File: config.mk
export PLATFORM = sky130hd
export DESIGN_NAME = bmp24_stream_parser
export DESIGN_NICKNAME = d
export VERILOG_FILES = /design/src/rtl/core/bmpsp_pkg.sv /design/src/rtl/core/bmp24_stream_parser.sv /design/src/rtl/core/bmpsp_front.sv /design/src/rtl/core/bmpsp_fifo.sv /design/src/rtl/core/bmpsp_back.sv
export VERILOG_INCLUDE_DIRS = /design/src /design/src/rtl/core
export SDC_FILE = /design/constraint.sdc
export NUM_CORES = 1
export LEC_CHECK = 0
export BUFFER_PORTS_ARGS = -buffer_cell sky130_fd_sc_hd__buf_2
export CORE_ASPECT_RATIO = 0.7
export CORE_MARGIN = 2
export CORE_UTILIZATION = 45
export DETAILED_ROUTE_END_ITERATION = 8
export HOLD_SLACK_MARGIN = 0.06
export PLACE_DENSITY_LB_ADDON = 0.05
export REMOVE_ABC_BUFFERS = 1
export SLEW_MARGIN = 10
export SYNTH_ARGS = -nofsm -noshare
export SYNTH_HDL_FRONTEND = slang
export SYNTH_SLANG_ARGS = --single-unit
File: constraint.sdc
create_clock -name clk -period 7.1 [get_ports clk]
set_input_delay 1.42 -clock clk [delete_from_list [all_inputs] [get_ports clk]]
set_output_delay 1.42 -clock clk [all_outputs]
set_load 0.01 [all_outputs]
File: src/rtl/core/assert_macros.svh
// Assertion macros for the RTL files; bmpsp_back.sv includes them.
`ifndef ASSERT_MACROS_SVH
`define ASSERT_MACROS_SVH
`ifndef SYNTH
`define ASSERT_IMPLIES(lbl, ante, cons, msg) \
	lbl: assert property (@(posedge clk) disable iff (!arst_n) (ante) |-> (cons)) else $error(msg);
`define ASSERT_NEXT(lbl, ante, cons, msg) \
	lbl: assert property (@(posedge clk) disable iff (!arst_n) (ante) |=> (cons)) else $error(msg);
`else
`define ASSERT_IMPLIES(lbl, ante, cons, msg)
`define ASSERT_NEXT(lbl, ante, cons, msg)
`endif
`endif

File: src/rtl/core/bmpsp_pkg.sv
`default_nettype none

package bmpsp_pkg;

	localparam int MAX_DIM_DEF = 4096;
	localparam int QUEUE_DEPTH_DEF = 2;
	localparam int POS_W = 32;
	localparam int XY_W = 12;

	localparam logic [1:0] KIND_PIXEL = 2'd0;
	localparam logic [1:0] KIND_DONE = 2'd1;
	localparam logic [1:0] KIND_ERROR = 2'd2;

	localparam logic [2:0] ERR_NONE = 3'd0;
	localparam logic [2:0] ERR_HDR_SIZE = 3'd1;
	localparam logic [2:0] ERR_GEOMETRY = 3'd2;
	localparam logic [2:0] ERR_BPP = 3'd3;
	localparam logic [2:0] ERR_COMPRESSION = 3'd4;
	localparam logic [2:0] ERR_OFFSET = 3'd5;
	localparam logic [2:0] ERR_TRUNCATED = 3'd6;

	typedef struct packed {
		logic [7:0] data;
		logic end_mark;
		logic [POS_W-1:0] pos;
	} item_t;

	localparam int ITEM_W = $bits(item_t);

endpackage

`default_nettype wire

File: src/rtl/core/bmp24_stream_parser.sv
// Results are registered: a byte passes the queue, then the output register.
// Throughput: one byte per cycle unless out_ready is low and stalls the output.
// A two-entry queue sits between the position tagger and the decoder.
// Reset (arst_n low) empties the queue and output and returns to header parsing.
// A stream_end transaction rearms the parser for the next file.
`default_nettype none

module bmp24_stream_parser #(
	parameter int MAX_DIM = bmpsp_pkg::MAX_DIM_DEF,
	parameter int QUEUE_DEPTH = bmpsp_pkg::QUEUE_DEPTH_DEF
) (
	input wire logic clk,
	input wire logic arst_n,
	input wire logic in_valid,
	output logic in_ready,
	input wire logic [7:0] in_byte,
	input wire logic stream_end,
	output logic out_valid,
	input wire logic out_ready,
	output logic [1:0] kind,
	output logic [2:0] error_code,
	output logic [7:0] pixel_value,
	output logic [bmpsp_pkg::XY_W-1:0] x_pos,
	output logic [bmpsp_pkg::XY_W-1:0] y_pos,
	output logic [1:0] channel,
	output logic neg_height,
	output logic last
);

	bmpsp_pkg::item_t front_item;
	bmpsp_pkg::item_t back_item;
	logic push;
	logic full;
	logic pop;
	logic q_valid;

	bmpsp_front u_front (
		.clk(clk),
		.arst_n(arst_n),
		.in_valid(in_valid),
		.in_ready(in_ready),
		.in_byte(in_byte),
		.stream_end(stream_end),
		.full(full),
		.push(push),
		.item(front_item)
	);

	bmpsp_fifo #(
		.WIDTH(bmpsp_pkg::ITEM_W),
		.DEPTH(QUEUE_DEPTH)
	) u_fifo (
		.clk(clk),
		.arst_n(arst_n),
		.push(push),
		.wr_data(front_item),
		.full(full),
		.pop(pop),
		.rd_valid(q_valid),
		.rd_data(back_item)
	);

	bmpsp_back #(
		.MAX_DIM(MAX_DIM)
	) u_back (
		.clk(clk),
		.arst_n(arst_n),
		.item_valid(q_valid),
		.item(back_item),
		.pop(pop),
		.out_valid(out_valid),
		.out_ready(out_ready),
		.kind(kind),
		.error_code(error_code),
		.pixel_value(pixel_value),
		.x_pos(x_pos),
		.y_pos(y_pos),
		.channel(channel),
		.neg_height(neg_height),
		.last(last)
	);

endmodule

`default_nettype wire

File: src/rtl/core/bmpsp_front.sv
`default_nettype none

// Tags every accepted byte with its saturating position in the file.
module bmpsp_front (
	input wire logic clk,
	input wire logic arst_n,
	input wire logic in_valid,
	output logic in_ready,
	input wire logic [7:0] in_byte,
	input wire logic stream_end,
	input wire logic full,
	output logic push,
	output bmpsp_pkg::item_t item
);

	logic [bmpsp_pkg::POS_W-1:0] pos_q;

	assign in_ready = !full;
	assign push = in_valid && !full;

	always_comb begin
		item.data = in_byte;
		item.end_mark = stream_end;
		item.pos = pos_q;
	end

	always_ff @(posedge clk or negedge arst_n) begin
		if (!arst_n) begin
			pos_q <= '0;
		end else if (push) begin
			if (stream_end) begin
				pos_q <= '0;
			end else if (pos_q != '1) begin
				pos_q <= pos_q + bmpsp_pkg::POS_W'(1);
			end
		end
	end

endmodule

`default_nettype wire

File: src/rtl/core/bmpsp_fifo.sv
`default_nettype none

module bmpsp_fifo #(
	parameter int WIDTH = bmpsp_pkg::ITEM_W,
	parameter int DEPTH = bmpsp_pkg::QUEUE_DEPTH_DEF
) (
	input wire logic clk,
	input wire logic arst_n,
	input wire logic push,
	input wire logic [WIDTH-1:0] wr_data,
	output logic full,
	input wire logic pop,
	output logic rd_valid,
	output logic [WIDTH-1:0] rd_data
);

	localparam int PTR_W = $clog2(DEPTH);
	localparam int CNT_W = $clog2(DEPTH + 1);

	logic [WIDTH-1:0] mem_q [DEPTH];
	logic [PTR_W-1:0] wr_ptr_q;
	logic [PTR_W-1:0] rd_ptr_q;
	logic [CNT_W-1:0] count_q;

	assign full = count_q == CNT_W'(DEPTH);
	assign rd_valid = count_q != '0;
	assign rd_data = mem_q[rd_ptr_q];

	always_ff @(posedge clk) begin
		if (push) begin
			mem_q[wr_ptr_q] <= wr_data;
		end
	end

	always_ff @(posedge clk or negedge arst_n) begin
		if (!arst_n) begin
			wr_ptr_q <= '0;
			rd_ptr_q <= '0;
			count_q <= '0;
		end else begin
			if (push) begin
				wr_ptr_q <= (wr_ptr_q == PTR_W'(DEPTH - 1)) ? '0 : wr_ptr_q + PTR_W'(1);
			end
			if (pop) begin
				rd_ptr_q <= (rd_ptr_q == PTR_W'(DEPTH - 1)) ? '0 : rd_ptr_q + PTR_W'(1);
			end
			if (push && !pop) begin
				count_q <= count_q + CNT_W'(1);
			end else if (pop && !push) begin
				count_q <= count_q - CNT_W'(1);
			end
		end
	end

endmodule

`default_nettype wire

File: src/rtl/core/bmpsp_back.sv
`default_nettype none
`include "assert_macros.svh"

// Header decoding, pixel walk and the output register.
module bmpsp_back #(
	parameter int MAX_DIM = bmpsp_pkg::MAX_DIM_DEF
) (
	input wire logic clk,
	input wire logic arst_n,
	input wire logic item_valid,
	input wire bmpsp_pkg::item_t item,
	output logic pop,
	output logic out_valid,
	input wire logic out_ready,
	output logic [1:0] kind,
	output logic [2:0] error_code,
	output logic [7:0] pixel_value,
	output logic [bmpsp_pkg::XY_W-1:0] x_pos,
	output logic [bmpsp_pkg::XY_W-1:0] y_pos,
	output logic [1:0] channel,
	output logic neg_height,
	output logic last
);

	localparam int DW = $clog2(MAX_DIM + 2);
	localparam logic [31:0] MAX32 = 32'(MAX_DIM);

	localparam logic [2:0] PH_HEAD = 3'd0;
	localparam logic [2:0] PH_SKIP = 3'd1;
	localparam logic [2:0] PH_PIXEL = 3'd2;
	localparam logic [2:0] PH_ROWPAD = 3'd3;
	localparam logic [2:0] PH_TAIL = 3'd4;
	localparam logic [2:0] PH_WAIT = 3'd5;

	localparam logic [31:0] POS_OFFSET = 32'd13;
	localparam logic [31:0] POS_INFO = 32'd17;
	localparam logic [31:0] POS_WIDTH = 32'd21;
	localparam logic [31:0] POS_HEIGHT = 32'd25;
	localparam logic [31:0] POS_PLANES = 32'd27;
	localparam logic [31:0] POS_BPP = 32'd29;
	localparam logic [31:0] POS_COMP = 32'd33;
	localparam logic [31:0] POS_CLR_USED = 32'd49;
	localparam logic [31:0] POS_CLR_IMP = 32'd53;

	logic [2:0] phase_q, n_phase;
	logic [31:0] shift_q, n_shift;
	logic [31:0] info_q, n_info;
	logic [DW-1:0] width_q, n_width;
	logic [DW-1:0] height_q, n_height;
	logic [15:0] planes_q, n_planes;
	logic [15:0] bpp_q, n_bpp;
	logic [31:0] comp_q, n_comp;
	logic [31:0] offset_q, n_offset;
	logic [1:0] ccs_q, n_ccs;
	logic [DW-1:0] col_q, n_col;
	logic [DW-1:0] row_q, n_row;
	logic [1:0] chan_q, n_chan;
	logic [1:0] pad_q, n_pad;
	logic flip_q, n_flip;

	logic res_valid;
	logic [1:0] res_kind;
	logic [2:0] res_err;
	logic res_last;
	logic do_pixel;
	logic [2:0] hdr_err;
	logic [31:0] v;
	logic [31:0] neg_v;
	logic [1:0] pad_dec;
	logic [DW-1:0] col_inc;
	logic [DW-1:0] row_inc;
	logic last_col;
	logic last_row;

	logic out_valid_q;
	logic [1:0] kind_q;
	logic [2:0] err_q;
	logic [7:0] pix_q;
	logic [bmpsp_pkg::XY_W-1:0] x_q;
	logic [bmpsp_pkg::XY_W-1:0] y_q;
	logic [1:0] chan_out_q;
	logic flip_out_q;
	logic last_q;

	function automatic logic [DW-1:0] clamp_dim(input logic [31:0] mag);
		return (mag > MAX32) ? DW'(MAX_DIM + 1) : DW'(mag);
	endfunction

	assign pop = item_valid && (!out_valid_q || out_ready);
	assign v = {item.data, shift_q[31:8]};
	assign neg_v = ~v + 32'd1;
	assign pad_dec = pad_q - 2'd1;
	assign col_inc = col_q + DW'(1);
	assign row_inc = row_q + DW'(1);
	assign last_col = !(col_inc < width_q);
	assign last_row = row_inc >= height_q;

	always_comb begin
		n_phase = phase_q;
		n_shift = shift_q;
		n_info = info_q;
		n_width = width_q;
		n_height = height_q;
		n_planes = planes_q;
		n_bpp = bpp_q;
		n_comp = comp_q;
		n_offset = offset_q;
		n_ccs = ccs_q;
		n_col = col_q;
		n_row = row_q;
		n_chan = chan_q;
		n_pad = pad_q;
		n_flip = flip_q;
		res_valid = 1'b0;
		res_kind = bmpsp_pkg::KIND_PIXEL;
		res_err = bmpsp_pkg::ERR_NONE;
		res_last = 1'b0;
		do_pixel = 1'b0;
		hdr_err = bmpsp_pkg::ERR_NONE;

		if (item.end_mark) begin
			n_phase = PH_HEAD;
			n_shift = '0;
			n_info = '0;
			n_width = '0;
			n_height = '0;
			n_planes = '0;
			n_bpp = '0;
			n_comp = '0;
			n_offset = '0;
			n_ccs = '0;
			n_col = '0;
			n_row = '0;
			n_chan = '0;
			n_pad = '0;
			n_flip = 1'b0;
			if (phase_q == PH_TAIL && pad_q == 2'd0) begin
				res_valid = 1'b1;
				res_kind = bmpsp_pkg::KIND_DONE;
			end else if (phase_q != PH_WAIT) begin
				res_valid = 1'b1;
				res_kind = bmpsp_pkg::KIND_ERROR;
				res_err = bmpsp_pkg::ERR_TRUNCATED;
			end
		end else begin
			unique case (phase_q)
				PH_HEAD: begin
					n_shift = v;
					unique case (item.pos)
						POS_OFFSET: n_offset = v;
						POS_INFO: begin
							n_info = v;
							if (v != 32'd40 && v != 32'd108 && v != 32'd124) begin
								hdr_err = bmpsp_pkg::ERR_HDR_SIZE;
							end
						end
						POS_WIDTH: n_width = v[31] ? '0 : clamp_dim(v);
						POS_HEIGHT: begin
							n_flip = v[31];
							n_height = v[31] ? clamp_dim(neg_v) : clamp_dim(v);
						end
						POS_PLANES: n_planes = v[31:16];
						POS_BPP: n_bpp = v[31:16];
						POS_COMP: n_comp = v;
						POS_CLR_USED: n_ccs = {ccs_q[1], v[31]};
						POS_CLR_IMP: begin
							n_ccs = {v[31], ccs_q[0]};
							priority if (width_q == '0 || height_q == '0 || planes_q == '0 ||
									planes_q[15] || bpp_q == '0 || bpp_q[15] ||
									n_ccs != 2'd0) begin
								hdr_err = bmpsp_pkg::ERR_GEOMETRY;
							end else if (width_q > DW'(MAX_DIM) || height_q > DW'(MAX_DIM)) begin
								hdr_err = bmpsp_pkg::ERR_TRUNCATED;
							end else if (bpp_q != 16'd24) begin
								hdr_err = bmpsp_pkg::ERR_BPP;
							end else if (comp_q != '0) begin
								hdr_err = bmpsp_pkg::ERR_COMPRESSION;
							end else if ({1'b0, offset_q} < 33'd14 + {1'b0, info_q}) begin
								hdr_err = bmpsp_pkg::ERR_OFFSET;
							end else begin
								hdr_err = bmpsp_pkg::ERR_NONE;
							end
						end
						default: ;
					endcase
					if (hdr_err != bmpsp_pkg::ERR_NONE) begin
						n_phase = PH_WAIT;
						res_valid = 1'b1;
						res_kind = bmpsp_pkg::KIND_ERROR;
						res_err = hdr_err;
					end else if (item.pos == POS_CLR_IMP) begin
						n_phase = PH_SKIP;
					end
				end
				PH_SKIP: begin
					if (item.pos >= offset_q) begin
						n_phase = PH_PIXEL;
						do_pixel = 1'b1;
					end
				end
				PH_PIXEL: do_pixel = 1'b1;
				PH_ROWPAD: begin
					n_pad = pad_dec;
					if (pad_dec == 2'd0) begin
						n_phase = PH_PIXEL;
					end
				end
				PH_TAIL: begin
					if (pad_q != 2'd0) begin
						n_pad = pad_dec;
					end
					if (pad_q == 2'd0 || pad_dec == 2'd0) begin
						n_phase = PH_WAIT;
						res_valid = 1'b1;
						res_kind = bmpsp_pkg::KIND_DONE;
					end
				end
				default: ;
			endcase

			if (do_pixel) begin
				res_valid = 1'b1;
				res_kind = bmpsp_pkg::KIND_PIXEL;
				res_last = (chan_q == 2'd2) && last_col && last_row;
				if (chan_q != 2'd2) begin
					n_chan = chan_q + 2'd1;
				end else begin
					n_chan = 2'd0;
					if (!last_col) begin
						n_col = col_inc;
					end else begin
						n_col = '0;
						n_pad = width_q[1:0];
						if (last_row) begin
							n_phase = PH_TAIL;
						end else begin
							n_row = row_inc;
							if (width_q[1:0] != 2'd0) begin
								n_phase = PH_ROWPAD;
							end
						end
					end
				end
			end
		end
	end

	always_ff @(posedge clk or negedge arst_n) begin
		if (!arst_n) begin
			phase_q <= PH_HEAD;
			shift_q <= '0;
			info_q <= '0;
			width_q <= '0;
			height_q <= '0;
			planes_q <= '0;
			bpp_q <= '0;
			comp_q <= '0;
			offset_q <= '0;
			ccs_q <= '0;
			col_q <= '0;
			row_q <= '0;
			chan_q <= '0;
			pad_q <= '0;
			flip_q <= 1'b0;
			out_valid_q <= 1'b0;
		end else begin
			if (pop) begin
				phase_q <= n_phase;
				shift_q <= n_shift;
				info_q <= n_info;
				width_q <= n_width;
				height_q <= n_height;
				planes_q <= n_planes;
				bpp_q <= n_bpp;
				comp_q <= n_comp;
				offset_q <= n_offset;
				ccs_q <= n_ccs;
				col_q <= n_col;
				row_q <= n_row;
				chan_q <= n_chan;
				pad_q <= n_pad;
				flip_q <= n_flip;
				out_valid_q <= res_valid;
			end else if (out_ready) begin
				out_valid_q <= 1'b0;
			end
		end
	end

	always_ff @(posedge clk) begin
		if (pop && res_valid) begin
			kind_q <= res_kind;
			err_q <= res_err;
			if (res_kind == bmpsp_pkg::KIND_PIXEL) begin
				pix_q <= item.data;
				x_q <= bmpsp_pkg::XY_W'(col_q);
				y_q <= bmpsp_pkg::XY_W'(row_q);
				chan_out_q <= chan_q;
				flip_out_q <= flip_q;
				last_q <= res_last;
			end else begin
				pix_q <= '0;
				x_q <= '0;
				y_q <= '0;
				chan_out_q <= '0;
				flip_out_q <= 1'b0;
				last_q <= 1'b0;
			end
		end
	end

	assign out_valid = out_valid_q;
	assign kind = kind_q;
	assign error_code = err_q;
	assign pixel_value = pix_q;
	assign x_pos = x_q;
	assign y_pos = y_q;
	assign channel = chan_out_q;
	assign neg_height = flip_out_q;
	assign last = last_q;

	`ASSERT_IMPLIES(a_pad_phase, pad_q != 2'd0, phase_q == PH_ROWPAD || phase_q == PH_TAIL, "padding left outside a padding phase")
	`ASSERT_IMPLIES(a_chan_range, phase_q == PH_PIXEL, chan_q != 2'd3, "channel counter out of range")
	`ASSERT_IMPLIES(a_col_bound, phase_q == PH_PIXEL, col_q < width_q, "column beyond image width")
	`ASSERT_NEXT(a_last_tail, pop && res_last, phase_q == PH_TAIL, "no tail phase after the last pixel")
	`ASSERT_IMPLIES(a_pixel_code, out_valid_q && kind_q == bmpsp_pkg::KIND_PIXEL, err_q == bmpsp_pkg::ERR_NONE, "pixel transaction carries an error code")

endmodule

`default_nettype wire

## Word-level counts from Yosys, hierarchy flattened

Memories as Yosys holds them, arrays and structs flattened.
Cells that the tools add are included.

- Memories: 1
- Output and inout bits: 43
- Memory bits (writable): 82
- Input bits: 13
- Bits in registers: 299

- Equal/unequal tests: 26
- $lt $le $gt $ge: 8
- Add/sub/neg operators: 11
- Multiplexer cells: 104
- Reduce and logical (&&, ||, !) cells: 65
- Bitwise operators: 3

Memories:

| name | depth | width | rd ports | clocked after memory_dff | wr ports | RTL line | text |
|---|---|---|---|---|---|---|---|
| u_fifo.mem_q | 2 | 41 | 1 | 0 | 1 | bmpsp_fifo.sv:20 | `logic [WIDTH-1:0] mem_q [DEPTH];` |

Operators by type and width:

| kind | number |
|---|---|
| 32-bit 2-to-1 mux | 13 |
| 13-bit 2-to-1 mux | 19 |
| 32-bit by 5-bit == test with 1-bit output, second input constant | 5 |
| 32-bit by 6-bit == test with 1-bit output, second input constant | 3 |
| 16-bit 2-to-1 mux | 6 |
| 3-bit 2-to-1 mux | 23 |
| 32-bit by 1-bit adder with 32-bit output, second input constant | 2 |
| 32-bit by 13-bit greater-than comparator with 1-bit output, second input constant | 2 |
| 32-bit by 7-bit inequality test with 1-bit output, second input constant | 2 |
| 2-bit nonzero test | 17 |
| 4-bit by 32-bit adder with 33-bit output, first input constant | 1 |
| 32-bit by 33-bit < comparator with 1-bit output | 1 |
| 32-bit by 4-bit == test with 1-bit output, second input constant | 1 |
| 32-bit >= comparator | 1 |
| 16-bit zero test | 2 |
| 32-bit inequality test, second input constant | 1 |
| 32-bit by 6-bit inequality test with 1-bit output, second input constant | 1 |
| 32-bit inverter | 1 |
| 32-bit nonzero test | 1 |
| 2-bit 2-to-1 mux | 15 |
| 13-bit by 1-bit adder with 13-bit output, second input constant | 2 |
| 13-bit greater-than comparator, second input constant | 2 |
| 13-bit zero test | 2 |
| 3-bit AND reduction | 8 |
| other kinds (28) | 86 |

## Logic depth before layout (Yosys ltp)

- Depth after elaboration: 20
- Mapped depth: 22
- Mapped depth without buffers: 21

## By module

From an unflattened synthesis, not the netlist that was laid out.

- Cell total of the unflattened synthesis: 1970
- Area total of the unflattened synthesis: 19904.1 um^2

By module, submodules not included:

| module | times used | cells an instance | sequential area each (um^2) | area each (um^2) |
|---|---|---|---|---|
| bmpsp_back | 1 | 1570 | 6586.3 | 14413.8 |
| bmpsp_fifo | 1 | 144 | 2562.5 | 3350.7 |
| bmpsp_front | 1 | 256 | 800.8 | 2139.6 |

## Least setup slack after synthesis

No wires, ideal clock.

- Kind: register -> register
- From: register u_back.info_q[1]
- To: register u_back.chan_out_q[0] (netlist: u_back.channel[0]), enable pin
- Arrival time: 5.321 ns
- Setup time: 0.439 ns
- Setup slack: 1.339 ns
- Stages on the path, launching flop included: 22
- Cell sequence: dfrtp_1 inv_1 ha_1 nand2b_1 nand4_1 or2_2 nor2_1 nand2_1 nor2_1 and2_1 nand3_1 xor2_1 ha_1 nand3_1 nor2_1 a221oi_1 o221ai_1 o21ai_0 a221oi_1 o21ai_1 a211oi_1 nor2_1

- Longest elaborated chain between the ends: 16

Ends and longest elaborated chain:

| element | RTL line | text |
|---|---|---|
| from (decl) | bmpsp_back.sv:47 | `logic [31:0] info_q, n_info;` |
| from (signal assigned) | bmpsp_back.sv:270 | `info_q <= n_info;` |
| 4-bit by 32-bit adder with 33-bit output | bmpsp_back.sv:178 | `end else if ({1'b0, offset_q} < 33'd14 + {1'b0, info_q}) begin` |
| 32-bit by 33-bit < comparator with 1-bit output | bmpsp_back.sv:178 |  |
| 3-bit 2-to-1 mux | bmpsp_back.sv:178 |  |
| 3-bit 2-to-1 mux | bmpsp_back.sv:176 | `end else if (comp_q != '0) begin` |
| 3-bit 2-to-1 mux | bmpsp_back.sv:174 | `end else if (bpp_q != 16'd24) begin` |
| 3-bit 2-to-1 mux | bmpsp_back.sv:172 | `end else if (width_q > DW'(MAX_DIM) \|\| height_q > DW'(MAX_DIM)) begin` |
| 3-bit 2-to-1 mux | bmpsp_back.sv:168 | `priority if (width_q == '0 \|\| height_q == '0 \|\| planes_q == '0 \|\|` |
| 3-bit case mux with 2 select lines | bmpsp_back.sv:149 | `unique case (item.pos)` |
| 3-bit 2-to-1 mux | bmpsp_back.sv:146 | `unique case (phase_q)` |
| 3-bit 2-to-1 mux | bmpsp_back.sv:121 | `if (item.end_mark) begin` |
| 3-bit nonzero test | bmpsp_back.sv:186 | `if (hdr_err != bmpsp_pkg::ERR_NONE) begin` |
| 1-bit 2-to-1 mux | bmpsp_back.sv:186 |  |
| 1-bit case mux with 2 select lines | bmpsp_back.sv:146 |  |
| 1-bit 2-to-1 mux | bmpsp_back.sv:221 | `if (do_pixel) begin` |
| 1-bit 2-to-1 mux | bmpsp_back.sv:121 |  |
| 1-bit logical AND | bmpsp_back.sv:291 | `if (pop && res_valid) begin` |
| to (signal assigned) | bmpsp_back.sv:298 | `chan_out_q <= chan_q;` |
| to (decl) | bmpsp_back.sv:81 | `logic [1:0] chan_out_q;` |

No other way between the ends. The select of a mux whose other input is x is not followed.
A chain may end at the register's enable or synchronous reset.

## Worst setup path after layout

- From: register u_back.info_q[1]
- To: register u_back.pix_q[0] (netlist: u_back.pixel_value[0]), enable pin

- Longest elaborated chain between the ends: 16

Ends and longest elaborated chain:

| element | RTL line | text |
|---|---|---|
| 4-bit by 32-bit adder with 33-bit output | bmpsp_back.sv:178 |  |
| 32-bit by 33-bit < comparator with 1-bit output | bmpsp_back.sv:178 |  |
| 3-bit 2-to-1 mux | bmpsp_back.sv:178 |  |
| 3-bit 2-to-1 mux | bmpsp_back.sv:176 |  |
| 3-bit 2-to-1 mux | bmpsp_back.sv:174 |  |
| 3-bit 2-to-1 mux | bmpsp_back.sv:172 |  |
| 3-bit 2-to-1 mux | bmpsp_back.sv:168 |  |
| 3-bit case mux with 2 select lines | bmpsp_back.sv:149 |  |
| 3-bit 2-to-1 mux | bmpsp_back.sv:146 |  |
| 3-bit 2-to-1 mux | bmpsp_back.sv:121 |  |
| 3-bit nonzero test | bmpsp_back.sv:186 |  |
| 1-bit 2-to-1 mux | bmpsp_back.sv:186 |  |
| 1-bit case mux with 2 select lines | bmpsp_back.sv:146 |  |
| 1-bit 2-to-1 mux | bmpsp_back.sv:221 |  |
| 1-bit 2-to-1 mux | bmpsp_back.sv:121 |  |
| 1-bit logical AND | bmpsp_back.sv:291 |  |
| to (signal assigned) | bmpsp_back.sv:295 | `pix_q <= item.data;` |
| to (decl) | bmpsp_back.sv:78 | `logic [7:0] pix_q;` |

No other way between the ends. The select of a mux whose other input is x is not followed.

==> results.json <==
{
  "antenna_found_initial": 0,
  "die_area_um2": 44200,
  "syn_area_um2": 19100,
  "end_kind": "register",
  "power_density_nw_per_um2": 362,
  "final_layout_size_suffix_gt1_share_pct": 10.6,
  "die_x_um": 251,
  "fill_cells": 3815,
  "report.final.slew_viol_count": 0,
  "die_y_um": 177,
  "gp_congestion": 0.879,
  "synthFlopType": "dfrtp_1",
  "synth_warnings": 0,
  "root_buffer": "clkbuf_16",
  "insertion_delay_ns": 0.54,
  "routedWlPerCell_um": 21.1,
  "yosys.area.top_type": "dfrtp_1",
  "cp_max_fo": 37,
  "synth_top_area_share_pct": 32.7,
  "grt_max_degree": 136,
  "min_period_ns": 5.85,
  "route.vias.total": 14400,
  "layout.nets": 2051,
  "setup_tns_ns": 0,
  "critPathArrivalTime_ns": 6.08,
  "setup_violations": 0,
  "worstMarginPinSlew_ns": 1.02,
  "path_clk_slew_ns": 0.06,
  "syn-mean-instance-area_um2": 10.1,
  "cts_tree": "built",
  "cts_setup_buffers": 0,
  "core_area_um2": 42200,
  "hold_viol": 0,
  "p_leak_uw": 0.00914,
  "worstPathRequired_ns": 7.33,
  "async_reset_ff_share_pct": 67.0,
  "drc": 0,
  "drt_iter0_drc": 1521,
  "critPathLaunchType": "register",
  "crit_path_start": "u_back.info_q[1]",
  "row_count": 63,
  "pin_count": 56,
  "drtPass1Iterations": 5,
  "max_slew_margin_pct": 32.2,
  "insertedDiodeCount": 0,
  "dp_hpwl_um": 38600,
  "synth_edf_count": 123,
  "layout.cells.most_common_list": "291 x nand2_1, 249 x dfrtp_1, 185 x o21ai_0",
  "routed_wl_um": 53200,
  "reg2reg_from": "u_back.info_q[1]",
  "synth.distinct_cells": 76,
  "portBuffers": 55,
  "hold_depth": 2,
  "syn_inst": 1890,
  "htree_levels": 2,
  "area_delta_synth_final_pct": 11.6,
  "max_freq_mhz": 171,
  "fin_area_um2": 21400,
  "clkSinkCount": 373,
  "ys_top_cells_by_area": "dfrtp_1 33%, edfxtp_1 19%, ha_1 6.5%",
  "first_global_vias": 13600,
  "numCtsBuffers": 40,
  "cts_resized": 0,
  "outcome": "finished clean",
  "seq_area_frac_synth_pct": 52.0,
  "grt_pass1_wl_um": 83100,
  "synth_seq_cells": 373,
  "drv_cap": 0,
  "finClkSkew_ns": 0.0150,
  "fin_crit_sh_pct": 82.4,
  "final_common_cell": "nand2_1",
  "dpl_cell_area_um2": 20100,
  "via_per_inst": 5.73,
  "clockBufferDepth": 3,
  "drtAntennaViolNets": 0,
  "cts_hold_buf": 0,
  "criticalPathCategory": "reg -> reg",
  "start_util_pct": 45.4,
  "hold_class": "reg -> reg",
  "hp-start": "u_back.comp_q[6]",
  "grt.total_usage_pct": 24.4,
  "vdd.ir_drop.worst_v": 0.000294,
  "reg2reg_depth": 22,
  "grt_setup_unrepaired": "false",
  "overflow": 0
}
## registers in the layout, indices dropped and copies added, names as in the netlist, 13 cells and up
name	cells
u_front.pos_q	32
u_back.bpp_q	16
u_back.row_q	13
u_back.shift_q	24
u_back.height_q	13
u_back.offset_q	32
u_back.col_q	13
u_fifo.mem_q	82
u_back.planes_q	16
u_back.width_q	13
u_back.info_q	32
u_back.comp_q	32
## path summary, 6_finish.rpt
path                                          to  slack (ns)
hold / removal                  u_back.comp_q[6]        0.48
setup / recovery           u_back.pixel_value[0]        1.25
max in group asynchronous        u_fifo.rd_ptr_q        4.75
hold reg to reg                 u_back.comp_q[6]        0.48
min in group asynchronous      u_front.pos_q[23]        0.99
setup reg to reg           u_back.pixel_value[0]        1.25
## through the flow
stage               instances  setup WS (ns)  hold WS [ns]  util, %  total power (uW)
floorplan                1819           1.28         0.442        -              4570
global placement         2449           1.45         0.461     47.5              5600
detailed placement       2449           1.26         0.461     47.5              5640
CTS                      2521           1.24         0.483     50.7              7770
global route             2521          0.588         0.497     50.7              8190
finish                   2521           1.25         0.482     50.7              7730
## cells by family (layout without fill, tap and decap cells)
kind of cell / Yosys count / in the layout / synth area share [%]
simple gates: 715 / 715 / 18.2
xor+xnor: 84 / 84 / 3.84
flops: 373 / 373 / 52.0
buf+inv: 166 / 245 / 3.40
mux: 51 / 51 / 2.92
compound gates: 402 / 402 / 13.2
fa+ha+maj: 99 / 99 / 6.47
## cell usage after synthesis, types with 5 or more instances
cell / instances
nand2_1: 291
dfrtp_1: 250
o21ai_0: 186
edfxtp_1: 123
nor2_1: 100
ha_1: 99
inv_1: 94
nand3_1: 65
clkbuf_1: 56
a21oi_1: 53
and2_1: 44
xor2_1: 44
nor4_1: 41
xnor2_1: 40
nor3_1: 36
mux2_2: 35
nand4_1: 30
a22o_1: 26
a21o_1: 21
and3_1: 20
nand2b_1: 17
mux2i_1: 15
nor2b_1: 15
o31ai_1: 12
or3_1: 12
a211oi_1: 11
and4_1: 11
or2_2: 11
o22ai_1: 9
a32o_1: 8
o21a_1: 8
a22oi_1: 7
buf_2: 7
a2111oi_0: 5
a31oi_1: 5
buf_1: 5
## critical path, stage by stage (launching register included)
cell      delay, ns
dfrtp_1        0.42
inv_1          0.07
ha_1           0.23
nand2b_1       0.12
nand4_1        0.18
or2_2          0.37
nor2_1         0.22
nand2_1        0.10
nor2_1         0.14
and2_1         0.24
nand3_1        0.13
xor2_1         0.16
ha_1           0.30
nand3_1        0.14
nor3_1         0.40
o21ai_0        0.16
o221ai_1       0.33
o21ai_0        0.19
a221oi_1       0.36
o21ai_1        0.26
a211oi_1       0.56
nor2_4         0.10
buf_4          0.32
## layout make-up
type,count,area [um2],share of cell area [%]
sequential,373,9950,46.6
timing repair buffer,78,470,2.20
inverter,95,357,1.67
multi-input combinational,1351,8580,40.2
tap,552,691,3.23
clock buffer,55,1170,5.47
clock inverter,17,141,0.662
## routing by layer
layer | global-route usage [%] | routed length (um)
met1 | 40.6 | 28400
met3 | 4.23 | 3520
met4 | 4.94 | 881
met5 | 0 | 0
met2 | 32.3 | 20400
## where the power goes
group	switching [uW]	internal [uW]	leakage (uW)
logic	1800	858	0.00383
clock network	872	1220	0.000643
registers	374	2610	0.00467
total	3040	4690	0.00914
Power figures use the tool's default switching activity.
